[src/hdl/tssg_pkg.sv]
`timescale 1ns / 1ps
// ----------------------------------------------------------------------------
// tssg_pkg
// Shared types and constants of the triangle span generator.
// ----------------------------------------------------------------------------
package tssg_pkg;

    localparam int COORD_W = 12;
    localparam int COLOR_W = 32;
    localparam int PROD_W  = 2 * COORD_W;

    // sorted triangle as it travels from the front part to the walker
    typedef struct packed {
        logic signed [COORD_W-1:0] x0;
        logic signed [COORD_W-1:0] y0;
        logic signed [COORD_W-1:0] x1;
        logic signed [COORD_W-1:0] y1;
        logic signed [COORD_W-1:0] x2;
        logic signed [COORD_W-1:0] y2;
        logic [COLOR_W-1:0]        color;
    } job_t;

    typedef struct packed {
        logic                start;
        logic [PROD_W-1:0]   dividend;
        logic [COORD_W-1:0]  divisor;
    } div_req_t;

    typedef struct packed {
        logic                done;
        logic [PROD_W-1:0]   quo;
        logic [COORD_W-1:0]  rem;
    } div_rsp_t;

endpackage

[src/hdl/tssg_front.sv]
`timescale 1ns / 1ps
// ----------------------------------------------------------------------------
// tssg_front
// Sorts the vertices by y and drops triangles that give no span.
// ----------------------------------------------------------------------------
module tssg_front #(
    parameter int MAP_HEIGHT = 32
) (
    input  logic                                push,
    output logic                                full,
    input  logic signed [tssg_pkg::COORD_W-1:0] a_x,
    input  logic signed [tssg_pkg::COORD_W-1:0] a_y,
    input  logic signed [tssg_pkg::COORD_W-1:0] b_x,
    input  logic signed [tssg_pkg::COORD_W-1:0] b_y,
    input  logic signed [tssg_pkg::COORD_W-1:0] c_x,
    input  logic signed [tssg_pkg::COORD_W-1:0] c_y,
    input  logic [tssg_pkg::COLOR_W-1:0]        color,
    input  logic                                q_full,
    output logic                                q_push,
    output tssg_pkg::job_t                      q_word
);

    localparam logic signed [tssg_pkg::COORD_W-1:0] HLIM = tssg_pkg::COORD_W'(MAP_HEIGHT);

    logic signed [tssg_pkg::COORD_W-1:0] vx [3];
    logic signed [tssg_pkg::COORD_W-1:0] vy [3];
    logic signed [tssg_pkg::COORD_W-1:0] t;
    logic                                keep;

    always_comb
    begin
        t = '0;
        vx[0] = a_x; vy[0] = a_y;
        vx[1] = b_x; vy[1] = b_y;
        vx[2] = c_x; vy[2] = c_y;
        // three compare-and-swap steps, swap only on strictly greater
        if (vy[0] > vy[1])
        begin
            t = vy[0]; vy[0] = vy[1]; vy[1] = t;
            t = vx[0]; vx[0] = vx[1]; vx[1] = t;
        end
        if (vy[0] > vy[2])
        begin
            t = vy[0]; vy[0] = vy[2]; vy[2] = t;
            t = vx[0]; vx[0] = vx[2]; vx[2] = t;
        end
        if (vy[1] > vy[2])
        begin
            t = vy[1]; vy[1] = vy[2]; vy[2] = t;
            t = vx[1]; vx[1] = vx[2]; vx[2] = t;
        end
        keep = (vy[0] < HLIM) && (vy[2] >= 0) && (vy[0] != vy[2]);
    end

    assign full          = q_full;
    assign q_push        = push && !q_full && keep;
    assign q_word.x0     = vx[0];
    assign q_word.y0     = vy[0];
    assign q_word.x1     = vx[1];
    assign q_word.y1     = vy[1];
    assign q_word.x2     = vx[2];
    assign q_word.y2     = vy[2];
    assign q_word.color  = color;

endmodule

[src/hdl/tssg_queue.sv]
`timescale 1ns / 1ps
// ----------------------------------------------------------------------------
// tssg_queue
// Two-entry queue of sorted triangles between front and walker.
// ----------------------------------------------------------------------------
module tssg_queue (
    input  logic           clk,
    input  logic           rst_n,
    input  logic           push,
    input  tssg_pkg::job_t wdata,
    output logic           full,
    input  logic           pop,
    output logic           empty,
    output tssg_pkg::job_t rdata
);

    tssg_pkg::job_t mem_reg [2];
    logic           wp_reg, wp_next;
    logic           rp_reg, rp_next;
    logic [1:0]     cnt_reg, cnt_next;
    logic           do_push, do_pop;

    assign full    = cnt_reg == 2'd2;
    assign empty   = cnt_reg == 2'd0;
    assign do_push = push && !full;
    assign do_pop  = pop && !empty;
    assign rdata   = mem_reg[rp_reg];

    always_comb
    begin
        wp_next  = wp_reg ^ do_push;
        rp_next  = rp_reg ^ do_pop;
        cnt_next = cnt_reg + {1'b0, do_push} - {1'b0, do_pop};
    end

    always_ff @(posedge clk or negedge rst_n)
    begin
        if (!rst_n)
        begin
            wp_reg  <= 1'b0;
            rp_reg  <= 1'b0;
            cnt_reg <= 2'd0;
        end
        else
        begin
            wp_reg  <= wp_next;
            rp_reg  <= rp_next;
            cnt_reg <= cnt_next;
        end
    end

    always_ff @(posedge clk)
    begin
        if (do_push)
        begin
            mem_reg[wp_reg] <= wdata;
        end
    end

endmodule

[src/hdl/tssg_div.sv]
`timescale 1ns / 1ps
// ----------------------------------------------------------------------------
// tssg_div
// Restoring divider, one quotient bit per cycle.
// ----------------------------------------------------------------------------
module tssg_div (
    input  logic               clk,
    input  logic               rst_n,
    input  tssg_pkg::div_req_t req,
    output tssg_pkg::div_rsp_t rsp
);

    localparam int PW = tssg_pkg::PROD_W;
    localparam int DW = tssg_pkg::COORD_W;
    localparam int CNT_W = $clog2(PW + 1);

    logic [PW-1:0]    dvd_reg;
    logic [DW-1:0]    rem_reg;
    logic [DW-1:0]    dsr_reg;
    logic [CNT_W-1:0] cnt_reg;
    logic             busy_reg;
    logic             done_reg;
    logic [DW:0]      sh;
    logic             ge;

    always_comb
    begin
        sh = {rem_reg, dvd_reg[PW-1]};
        ge = sh >= {1'b0, dsr_reg};
    end

    always_ff @(posedge clk or negedge rst_n)
    begin
        if (!rst_n)
        begin
            busy_reg <= 1'b0;
            done_reg <= 1'b0;
            cnt_reg  <= '0;
        end
        else
        begin
            done_reg <= 1'b0;
            if (req.start)
            begin
                busy_reg <= 1'b1;
                cnt_reg  <= CNT_W'(PW);
            end
            else if (busy_reg)
            begin
                cnt_reg <= cnt_reg - 1'b1;
                if (cnt_reg == CNT_W'(1))
                begin
                    busy_reg <= 1'b0;
                    done_reg <= 1'b1;
                end
            end
        end
    end

    always_ff @(posedge clk)
    begin
        if (req.start)
        begin
            dvd_reg <= req.dividend;
            dsr_reg <= req.divisor;
            rem_reg <= '0;
        end
        else if (busy_reg)
        begin
            // quotient bits shift in behind the dividend
            dvd_reg <= {dvd_reg[PW-2:0], ge};
            rem_reg <= ge ? DW'(sh - {1'b0, dsr_reg}) : sh[DW-1:0];
        end
    end

    assign rsp.done = done_reg;
    assign rsp.quo  = dvd_reg;
    assign rsp.rem  = rem_reg;

endmodule

[src/hdl/tssg_back.sv]
`timescale 1ns / 1ps
// ----------------------------------------------------------------------------
// tssg_back
// Row walker: edge setup by division, then one span per cycle unless stalled.
// ----------------------------------------------------------------------------
module tssg_back #(
    parameter int MAP_WIDTH  = 64,
    parameter int MAP_HEIGHT = 32,
    parameter int CW         = 6,
    parameter int RW         = 5
) (
    input  logic                         clk,
    input  logic                         rst_n,
    input  logic                         q_empty,
    output logic                         q_pop,
    input  tssg_pkg::job_t               q_word,
    output tssg_pkg::div_req_t           dreq,
    input  tssg_pkg::div_rsp_t           drsp,
    output logic                         empty,
    input  logic                         pop,
    output logic [RW-1:0]                row,
    output logic [CW-1:0]                span_start,
    output logic [CW-1:0]                span_end,
    output logic                         span_nonempty,
    output logic [tssg_pkg::COLOR_W-1:0] span_color,
    output logic                         last
);

    localparam int K  = tssg_pkg::COORD_W;
    localparam int YW = K + 1;
    localparam int XW = K + 2;
    localparam logic signed [YW-1:0] YMAX = YW'(MAP_HEIGHT - 1);
    localparam logic signed [YW-1:0] HLIM = YW'(MAP_HEIGHT);
    localparam logic signed [XW-1:0] XMAX = XW'(MAP_WIDTH - 1);

    typedef enum logic [4:0] {
        S_IDLE  = 5'b00001,
        S_SETUP = 5'b00010,
        S_ISSUE = 5'b00100,
        S_WAIT  = 5'b01000,
        S_ROW   = 5'b10000
    } state_t;

    state_t                state_reg, state_next;
    logic                  half_reg;
    logic [1:0]            idx_reg;
    tssg_pkg::job_t        job_reg;
    logic signed [YW-1:0]  y_reg, bot_reg;
    // long edge
    logic signed [XW-1:0]  xl0_reg;
    logic [K-1:0]          adxl_reg, hl_reg, kl_reg, dl_reg, rl_reg, rrl_reg;
    logic [K:0]            ql_reg;
    logic                  negl_reg;
    // short edge
    logic signed [XW-1:0]  xs0_reg, whole_reg;
    logic [K-1:0]          adxs_reg, hs_reg, ks_reg, ds_reg, rs_reg, rrs_reg;
    logic [K:0]            qs_reg;
    logic                  negs_reg, sz_reg;
    // output register
    logic                  ov_reg;
    logic [RW-1:0]         orow_reg;
    logic [CW-1:0]         ost_reg, oen_reg;
    logic                  one_reg, olast_reg;
    logic [tssg_pkg::COLOR_W-1:0] ocol_reg;

    logic signed [YW-1:0]  top, bot, ys;
    logic signed [XW-1:0]  sx0, sx1, dxl, dxs;
    logic signed [XW-1:0]  xl, xs, lo, hi;
    logic                  emit, is_last;
    logic [K:0]            suml, sums;
    logic [K-1:0]          mk, ma;

    // half setup values
    always_comb
    begin
        top = half_reg ? YW'(job_reg.y1) : YW'(job_reg.y0);
        bot = half_reg ? YW'(job_reg.y2) : YW'(job_reg.y1);
        ys  = (top < 0) ? '0 : top;
        sx0 = half_reg ? XW'(job_reg.x1) : XW'(job_reg.x0);
        sx1 = half_reg ? XW'(job_reg.x2) : XW'(job_reg.x1);
        dxl = XW'(job_reg.x2) - XW'(job_reg.x0);
        dxs = sx1 - sx0;
    end

    // span for the current row
    always_comb
    begin
        xl = xl0_reg + (negl_reg ? -XW'(ql_reg) : XW'(ql_reg));
        xs = sz_reg ? whole_reg : xs0_reg + (negs_reg ? -XW'(qs_reg) : XW'(qs_reg));
        lo = (xl < xs) ? xl : xs;
        hi = (xl < xs) ? xs : xl;
        if (lo < 0)
        begin
            lo = '0;
        end
        if (hi > XMAX)
        begin
            hi = XMAX;
        end
        emit    = (state_reg == S_ROW) && (!ov_reg || pop);
        // the middle row is walked again by the lower half
        is_last = half_reg ? ((y_reg == bot_reg) || (y_reg == YMAX))
                           : ((y_reg != bot_reg) && (y_reg == YMAX));
        suml    = {1'b0, rl_reg} + {1'b0, rrl_reg};
        sums    = {1'b0, rs_reg} + {1'b0, rrs_reg};
    end

    // divider operands
    always_comb
    begin
        mk = idx_reg[1] ? ks_reg : kl_reg;
        ma = idx_reg[1] ? adxs_reg : adxl_reg;
        dreq.start    = state_reg == S_ISSUE;
        dreq.dividend = idx_reg[0] ? mk * ma : tssg_pkg::PROD_W'(ma);
        dreq.divisor  = idx_reg[1] ? (sz_reg ? K'(1) : hs_reg) : hl_reg;
    end

    assign q_pop = (state_reg == S_IDLE) && !q_empty;

    always_comb
    begin
        state_next = state_reg;
        unique case (state_reg)
            S_IDLE:
            begin
                if (!q_empty)
                begin
                    state_next = S_SETUP;
                end
            end
            S_SETUP:
            begin
                if (ys > bot)
                begin
                    state_next = half_reg ? S_IDLE : S_SETUP;
                end
                else if (ys >= HLIM)
                begin
                    state_next = S_IDLE;
                end
                else
                begin
                    state_next = S_ISSUE;
                end
            end
            S_ISSUE:
            begin
                state_next = S_WAIT;
            end
            S_WAIT:
            begin
                if (drsp.done)
                begin
                    state_next = (idx_reg == 2'd3) ? S_ROW : S_ISSUE;
                end
            end
            S_ROW:
            begin
                if (emit)
                begin
                    if (is_last)
                    begin
                        state_next = S_IDLE;
                    end
                    else if (!half_reg && (y_reg == bot_reg))
                    begin
                        state_next = S_SETUP;
                    end
                end
            end
            default:
            begin
                state_next = S_IDLE;
            end
        endcase
    end

    always_ff @(posedge clk or negedge rst_n)
    begin
        if (!rst_n)
        begin
            state_reg <= S_IDLE;
            half_reg  <= 1'b0;
            idx_reg   <= 2'd0;
            ov_reg    <= 1'b0;
        end
        else
        begin
            state_reg <= state_next;
            if (q_pop)
            begin
                half_reg <= 1'b0;
            end
            else if ((state_reg == S_SETUP) && (ys > bot) && !half_reg)
            begin
                half_reg <= 1'b1;
            end
            else if (emit && !is_last && !half_reg && (y_reg == bot_reg))
            begin
                half_reg <= 1'b1;
            end
            if (state_reg == S_SETUP)
            begin
                idx_reg <= 2'd0;
            end
            else if ((state_reg == S_WAIT) && drsp.done)
            begin
                idx_reg <= idx_reg + 2'd1;
            end
            if (emit)
            begin
                ov_reg <= 1'b1;
            end
            else if (pop)
            begin
                ov_reg <= 1'b0;
            end
        end
    end

    always_ff @(posedge clk)
    begin
        if (q_pop)
        begin
            job_reg <= q_word;
        end
        if (state_reg == S_SETUP)
        begin
            y_reg     <= ys;
            bot_reg   <= bot;
            xl0_reg   <= XW'(job_reg.x0);
            adxl_reg  <= K'(dxl < 0 ? -dxl : dxl);
            negl_reg  <= dxl < 0;
            hl_reg    <= K'(YW'(job_reg.y2) - YW'(job_reg.y0));
            kl_reg    <= K'(ys - YW'(job_reg.y0));
            xs0_reg   <= sx0;
            whole_reg <= sx1;
            adxs_reg  <= K'(dxs < 0 ? -dxs : dxs);
            negs_reg  <= dxs < 0;
            hs_reg    <= K'(bot - top);
            ks_reg    <= K'(ys - top);
            sz_reg    <= bot == top;
        end
        if ((state_reg == S_WAIT) && drsp.done)
        begin
            case (idx_reg)
                2'd0:
                begin
                    dl_reg  <= drsp.quo[K-1:0];
                    rrl_reg <= drsp.rem;
                end
                2'd1:
                begin
                    ql_reg <= drsp.quo[K:0];
                    rl_reg <= drsp.rem;
                end
                2'd2:
                begin
                    ds_reg  <= drsp.quo[K-1:0];
                    rrs_reg <= drsp.rem;
                end
                default:
                begin
                    qs_reg <= drsp.quo[K:0];
                    rs_reg <= drsp.rem;
                end
            endcase
        end
        if (emit)
        begin
            orow_reg  <= y_reg[RW-1:0];
            one_reg   <= lo <= hi;
            ost_reg   <= (lo <= hi) ? lo[CW-1:0] : '0;
            oen_reg   <= (lo <= hi) ? hi[CW-1:0] : '0;
            olast_reg <= is_last;
            ocol_reg  <= job_reg.color;
            y_reg     <= y_reg + YW'(1);
            // exact edge step: quotient and remainder move together
            if (suml >= {1'b0, hl_reg})
            begin
                rl_reg <= K'(suml - {1'b0, hl_reg});
                ql_reg <= ql_reg + {1'b0, dl_reg} + (K+1)'(1);
            end
            else
            begin
                rl_reg <= suml[K-1:0];
                ql_reg <= ql_reg + {1'b0, dl_reg};
            end
            if (sums >= {1'b0, hs_reg})
            begin
                rs_reg <= K'(sums - {1'b0, hs_reg});
                qs_reg <= qs_reg + {1'b0, ds_reg} + (K+1)'(1);
            end
            else
            begin
                rs_reg <= sums[K-1:0];
                qs_reg <= qs_reg + {1'b0, ds_reg};
            end
        end
    end

    assign empty         = !ov_reg;
    assign row           = orow_reg;
    assign span_start    = ost_reg;
    assign span_end      = oen_reg;
    assign span_nonempty = one_reg;
    assign span_color    = ocol_reg;
    assign last          = olast_reg;

    a_div_done_in_wait: assert property (@(posedge clk) disable iff (!rst_n)
        drsp.done |-> (state_reg == S_WAIT))
        else $error("divider finished outside wait");

    a_long_rem: assert property (@(posedge clk) disable iff (!rst_n)
        (state_reg == S_ROW) |-> (rl_reg < hl_reg))
        else $error("long edge remainder out of range");

    a_short_rem: assert property (@(posedge clk) disable iff (!rst_n)
        ((state_reg == S_ROW) && !sz_reg) |-> (rs_reg < hs_reg))
        else $error("short edge remainder out of range");

    a_span_order: assert property (@(posedge clk) disable iff (!rst_n)
        (ov_reg && one_reg) |-> (ost_reg <= oen_reg))
        else $error("span ends out of order");

    a_pop_idle: assert property (@(posedge clk) disable iff (!rst_n)
        q_pop |=> (state_reg == S_SETUP))
        else $error("triangle taken while walking");

endmodule

[src/hdl/triangle_scanline_span_generator_unit.sv]
`timescale 1ns / 1ps
// ----------------------------------------------------------------------------
// triangle_scanline_span_generator_unit
// Scanline fill: one triangle in, one span word per row out, middle row twice.
// ----------------------------------------------------------------------------
// Input is a queue: a triangle word is taken when push is high and full low.
// Results are a queue: the oldest span word sits on the ports while empty is
// low and is taken when pop is high. last marks the final span of a triangle.
// Triangles off screen or of zero height are taken and give no word.
// The front sorts and screens triangles into a two-entry queue, so new
// triangles are taken while the walker is busy with an earlier one.
// Per half of a triangle the walker runs four divisions on a shared radix-2
// divider to set up both edges, then gives one span a cycle while the
// receiver keeps up. A stalled receiver holds the walker on the current span;
// nothing is lost. Reset clears both queues and returns the walker to idle.
// ----------------------------------------------------------------------------
module triangle_scanline_span_generator_unit #(
    parameter int MAP_WIDTH  = 64,
    parameter int MAP_HEIGHT = 32,
    localparam int CW = (MAP_WIDTH > 1) ? $clog2(MAP_WIDTH) : 1,
    localparam int RW = (MAP_HEIGHT > 1) ? $clog2(MAP_HEIGHT) : 1
) (
    input  logic                                clk,
    input  logic                                rst_n,
    input  logic                                push,
    output logic                                full,
    input  logic signed [tssg_pkg::COORD_W-1:0] a_x,
    input  logic signed [tssg_pkg::COORD_W-1:0] a_y,
    input  logic signed [tssg_pkg::COORD_W-1:0] b_x,
    input  logic signed [tssg_pkg::COORD_W-1:0] b_y,
    input  logic signed [tssg_pkg::COORD_W-1:0] c_x,
    input  logic signed [tssg_pkg::COORD_W-1:0] c_y,
    input  logic [tssg_pkg::COLOR_W-1:0]        color,
    output logic                                empty,
    input  logic                                pop,
    output logic [RW-1:0]                       row,
    output logic [CW-1:0]                       span_start,
    output logic [CW-1:0]                       span_end,
    output logic                                span_nonempty,
    output logic [tssg_pkg::COLOR_W-1:0]        span_color,
    output logic                                last
);

    logic               q_full, q_push, q_empty, q_pop;
    tssg_pkg::job_t     q_in, q_out;
    tssg_pkg::div_req_t dreq;
    tssg_pkg::div_rsp_t drsp;

    tssg_front #(
        .MAP_HEIGHT (MAP_HEIGHT)
    ) u_front (
        .push   (push),
        .full   (full),
        .a_x    (a_x),
        .a_y    (a_y),
        .b_x    (b_x),
        .b_y    (b_y),
        .c_x    (c_x),
        .c_y    (c_y),
        .color  (color),
        .q_full (q_full),
        .q_push (q_push),
        .q_word (q_in)
    );

    tssg_queue u_queue (
        .clk   (clk),
        .rst_n (rst_n),
        .push  (q_push),
        .wdata (q_in),
        .full  (q_full),
        .pop   (q_pop),
        .empty (q_empty),
        .rdata (q_out)
    );

    tssg_div u_div (
        .clk   (clk),
        .rst_n (rst_n),
        .req   (dreq),
        .rsp   (drsp)
    );

    tssg_back #(
        .MAP_WIDTH  (MAP_WIDTH),
        .MAP_HEIGHT (MAP_HEIGHT),
        .CW         (CW),
        .RW         (RW)
    ) u_back (
        .clk           (clk),
        .rst_n         (rst_n),
        .q_empty       (q_empty),
        .q_pop         (q_pop),
        .q_word        (q_out),
        .dreq          (dreq),
        .drsp          (drsp),
        .empty         (empty),
        .pop           (pop),
        .row           (row),
        .span_start    (span_start),
        .span_end      (span_end),
        .span_nonempty (span_nonempty),
        .span_color    (span_color),
        .last          (last)
    );

endmodule

[config.mk]
export PLATFORM = sky130hd
export DESIGN_NAME = triangle_scanline_span_generator_unit
export DESIGN_NICKNAME = d
export VERILOG_FILES = /design/src/hdl/tssg_pkg.sv /design/src/hdl/tssg_front.sv /design/src/hdl/tssg_queue.sv /design/src/hdl/tssg_div.sv /design/src/hdl/tssg_back.sv /design/src/hdl/triangle_scanline_span_generator_unit.sv
export SDC_FILE = /design/constraint.sdc
export NUM_CORES = 2
export LEC_CHECK = 0
export BUFFER_PORTS_ARGS = -buffer_cell sky130_fd_sc_hd__buf_2
export CORE_ASPECT_RATIO = 1.75
export CORE_UTILIZATION = 35
export DETAILED_ROUTE_END_ITERATION = 10
export PLACE_DENSITY = 0.54
export SLEW_MARGIN = 20
export SYNTH_ARGS = -nofsm -noshare
export SYNTH_HDL_FRONTEND = slang
export SYNTH_SLANG_ARGS = --single-unit
[constraint.sdc]
create_clock -name clk -period 7.05 [get_ports clk]
set_input_delay 1.0575 -clock clk [delete_from_list [all_inputs] [get_ports clk]]
set_output_delay 1.0575 -clock clk [all_outputs]
set_load 0.01 [all_outputs]
==> reports/qor.csv <==
metric,value,unit
outcome,"finished, violations left",
failed_checks,setup timing,
syn_area,42400,sq um
place_area,47100,sq um
arrival,7920,ps
die_h,462,microns
layout-drive-gt1-share,0.223,
grt_max_degree,108,
startpoint_type,primary input,
synthMuxAreaShare,0.0624,
crit_slowest_cell,o221a_2,
cts_sinks,665,
syn_inst,3893,
ff_latch_area,19800,sq um
worstPathRequired,7470,ps
timing.final.crit_share,1.06,
fin_cells,5981,
port_buffers,160,
tightest_slew,1030,ps
root_buffer,clkbuf_16,
gr-total-overflow,0,
leakage,21.0,nW
n_fill_cell,11300,
yosysMostFrequentCell,edfxtp_1,
clkLatencyLatePin,670,ps
area_growth,22.1,%
track_usage,0.198,
synthSimpleGateAreaFrac,0.108,
place.gp.congestion,0.936,
rrSetupSlack,-290,ps
synth-xor-area-share,0.0536,
synth_top_area_share,0.449,
synth_compound_area_frac,0.117,
synth_fa_ha_area_frac,0.149,
yosys_warnings,0,
met2_length,66700,microns
hold_ws,405,ps
yosys.area.top_type,edfxtp_1,
synth_nets,4436,
setup_violations,223,
syn_area_per_cell,10.9,sq um
wl_met3,3640,microns
vias,30800,
nets,4940,
antenna_found_initial,4,
dp.final_hpwl,91800,microns
viasPerCell,5.14,
drv_cap,0,
path_common_cell,buf_4,
first_pass_iters,7,
avgRoutedWirePerCell,20.3,microns
fin_util,0.432,
synthTopCellsByArea,"edfxtp_1 (45%), ha_1 (9.5%), fa_1 (5.4%)",
max_slew_margin,0.315,
htreeDepth,3,
synth_top_family_by_area,adder cells,
clock_path_buffers,3,
hold_violations,0,
ys_types,94,
routed.top_layer,met4,
ant_nets,0,
ios,161,
place_inst,5727,
maxSlewViolCount,0,
cts_made_buffers,66,
p_per_area,238,nW/um^2
period_needed,7510,ps
hold_class,flop to flop,
max_stage_delay,270,ps
synth_seq_area_share,0.466,
fin_skew,30.8,ps
tritoncts,done,
path_clk_slew,60,ps
grt_pass1_vias,32200,
synth-main-ff-cell,edfxtp_1,
drt_drc_violations_left,0,
start_util,0.354,
met1Wirelength,44500,microns
largest_reg_flops,208,
dpl_worst_slack,-1410,ps
core,120000,sq um
endpoint_kind,flop,
setup_ws,-458,ps
synth-edff-count,633,
cp_max_fo,6,
grt_pass1_wl,185000,microns
synthTopCellsByCount,"edfxtp_1 (633), nand2_1 (392), inv_1 (358)",
dieArea,122000,sq um
criticalPathCategory,primary input to flop,
fmax,0.133,GHz
rows,168,
synth_seq_cells,665,
fin_area,51700,sq um
rsz0062_at_grt,yes,
drt_iter0_drc,1519,
chipWidth,265,microns
irDropWorstVdd,0.255,mV
totalWireLength,121000,microns
synth_async_sr_flop_share,0.0301,
multi_input_area,21700,sq um
## per-stage QoR
step	setup TNS, ps	power [W]
after global placement	-270210	0.00798
after global routing	-127620	0.0128
after floorplan	-210610	0.00687
after CTS	-23700	0.0122
final	-82710	0.0123
after detailed placement	-322030	0.00803
## layer usage
layer,GRT usage,up-vias
met5,0,-
met4,0.105,0
met3,0.0253,267
met2,0.390,616
met1,0.201,15000
li1,-,14900
## placed cells by master (no fill, tap or decap), types with 34 or more instances in the layout
cell | netlist | routed
a21oi_1 | 218 | 200
xnor2_1 | 163 | 156
a21o_1 | 50 | 49
clkbuf_16 | 0 | 74
nor3_1 | 61 | 56
nor2b_1 | 43 | 41
edfxtp_1 | 633 | 633
o21a_1 | 35 | 34
ha_1 | 321 | 300
fa_1 | 114 | 114
nor2_1 | 298 | 287
mux2_2 | 147 | 146
nand2_1 | 392 | 384
buf_2 | 16 | 153
inv_1 | 358 | 346
xor2_1 | 96 | 94
mux2i_1 | 93 | 92
buf_4 | 1 | 332
nand3_1 | 38 | 37
o21ai_0 | 215 | 203
## worst max-delay path, delay by kind of cell
kind | cells | cell delay (ps)
AOI/OAI and AO/OA | 4 | 720
adders and majority gates | 1 | 160
buffers and inverters | 48 | 5810
and+or+nand+nor | 1 | 220
## kinds of logic (layout without fill, tap and decap cells)
kind of cell             after synthesis  count (layout)
AO/OA/AOI/OAI                        787             787
flip-flops                           665             665
XOR/XNOR                             259             259
other                                  0               2
adder cells (fa/ha/maj)              435             435
buffers and inverters                489            1045
multiplexers                         243             243
AND/OR/NAND/NOR                     1015            1015
## where the power goes
| group | switching, W | internal [W] |
|---|---|---|
| combinational | 0.00204 | 0.00174 |
| clock | 0.00164 | 0.00201 |
| sequential | 0.0000879 | 0.00477 |
| total | 0.00376 | 0.00853 |
## worst paths after layout
path                                             startpoint                                 end  cells past startpoint
worst max-delay path                                b_y[11]    u_queue.mem_reg[1][75]$_DFFE_PP_                     54
worst min-delay path            u_back.job_reg[0]$_DFFE_PP_      u_back.span_color[0]$_DFFE_PP_                      0
worst max register to register   u_back.ql_reg[1]$_DFFE_PP_  u_back.span_start[1]$_SDFFCE_PN0P_                     33
worst min register to register  u_back.job_reg[0]$_DFFE_PP_      u_back.span_color[0]$_DFFE_PP_                      0
max in group asynchronous                             rst_n            u_queue.rp_reg$_DFF_PN0_                      1
min in group asynchronous                             rst_n        u_div.cnt_reg[1]$_DFFE_PN0P_                      1
## repair_timing
| item | CTS | global route |
|---|---|---|
| setup endpoints to repair | 224 | 225 |
| buffers inserted | 91 | 20 |
| gates resized for setup | 142 | 69 |
| endpoints found under the hold margin | 0 | 0 |
| gates cloned | 22 | 7 |
| pin swaps | 52 | 54 |
| hold buffers | 0 | 0 |
## area by class of cell
| type | count | share of cell area |
|---|---|---|
| diodes | 2 | 0.0000967 |
| clock buffers | 77 | 0.0339 |
| clock inverters | 43 | 0.00880 |
| inverters | 360 | 0.0265 |
| multi-input cells | 2739 | 0.419 |
| flip-flops and latches | 665 | 0.382 |
| well taps | 1530 | 0.0370 |
| repair buffers | 565 | 0.0924 |
Note: power is estimated with default switching activity, not from simulation.
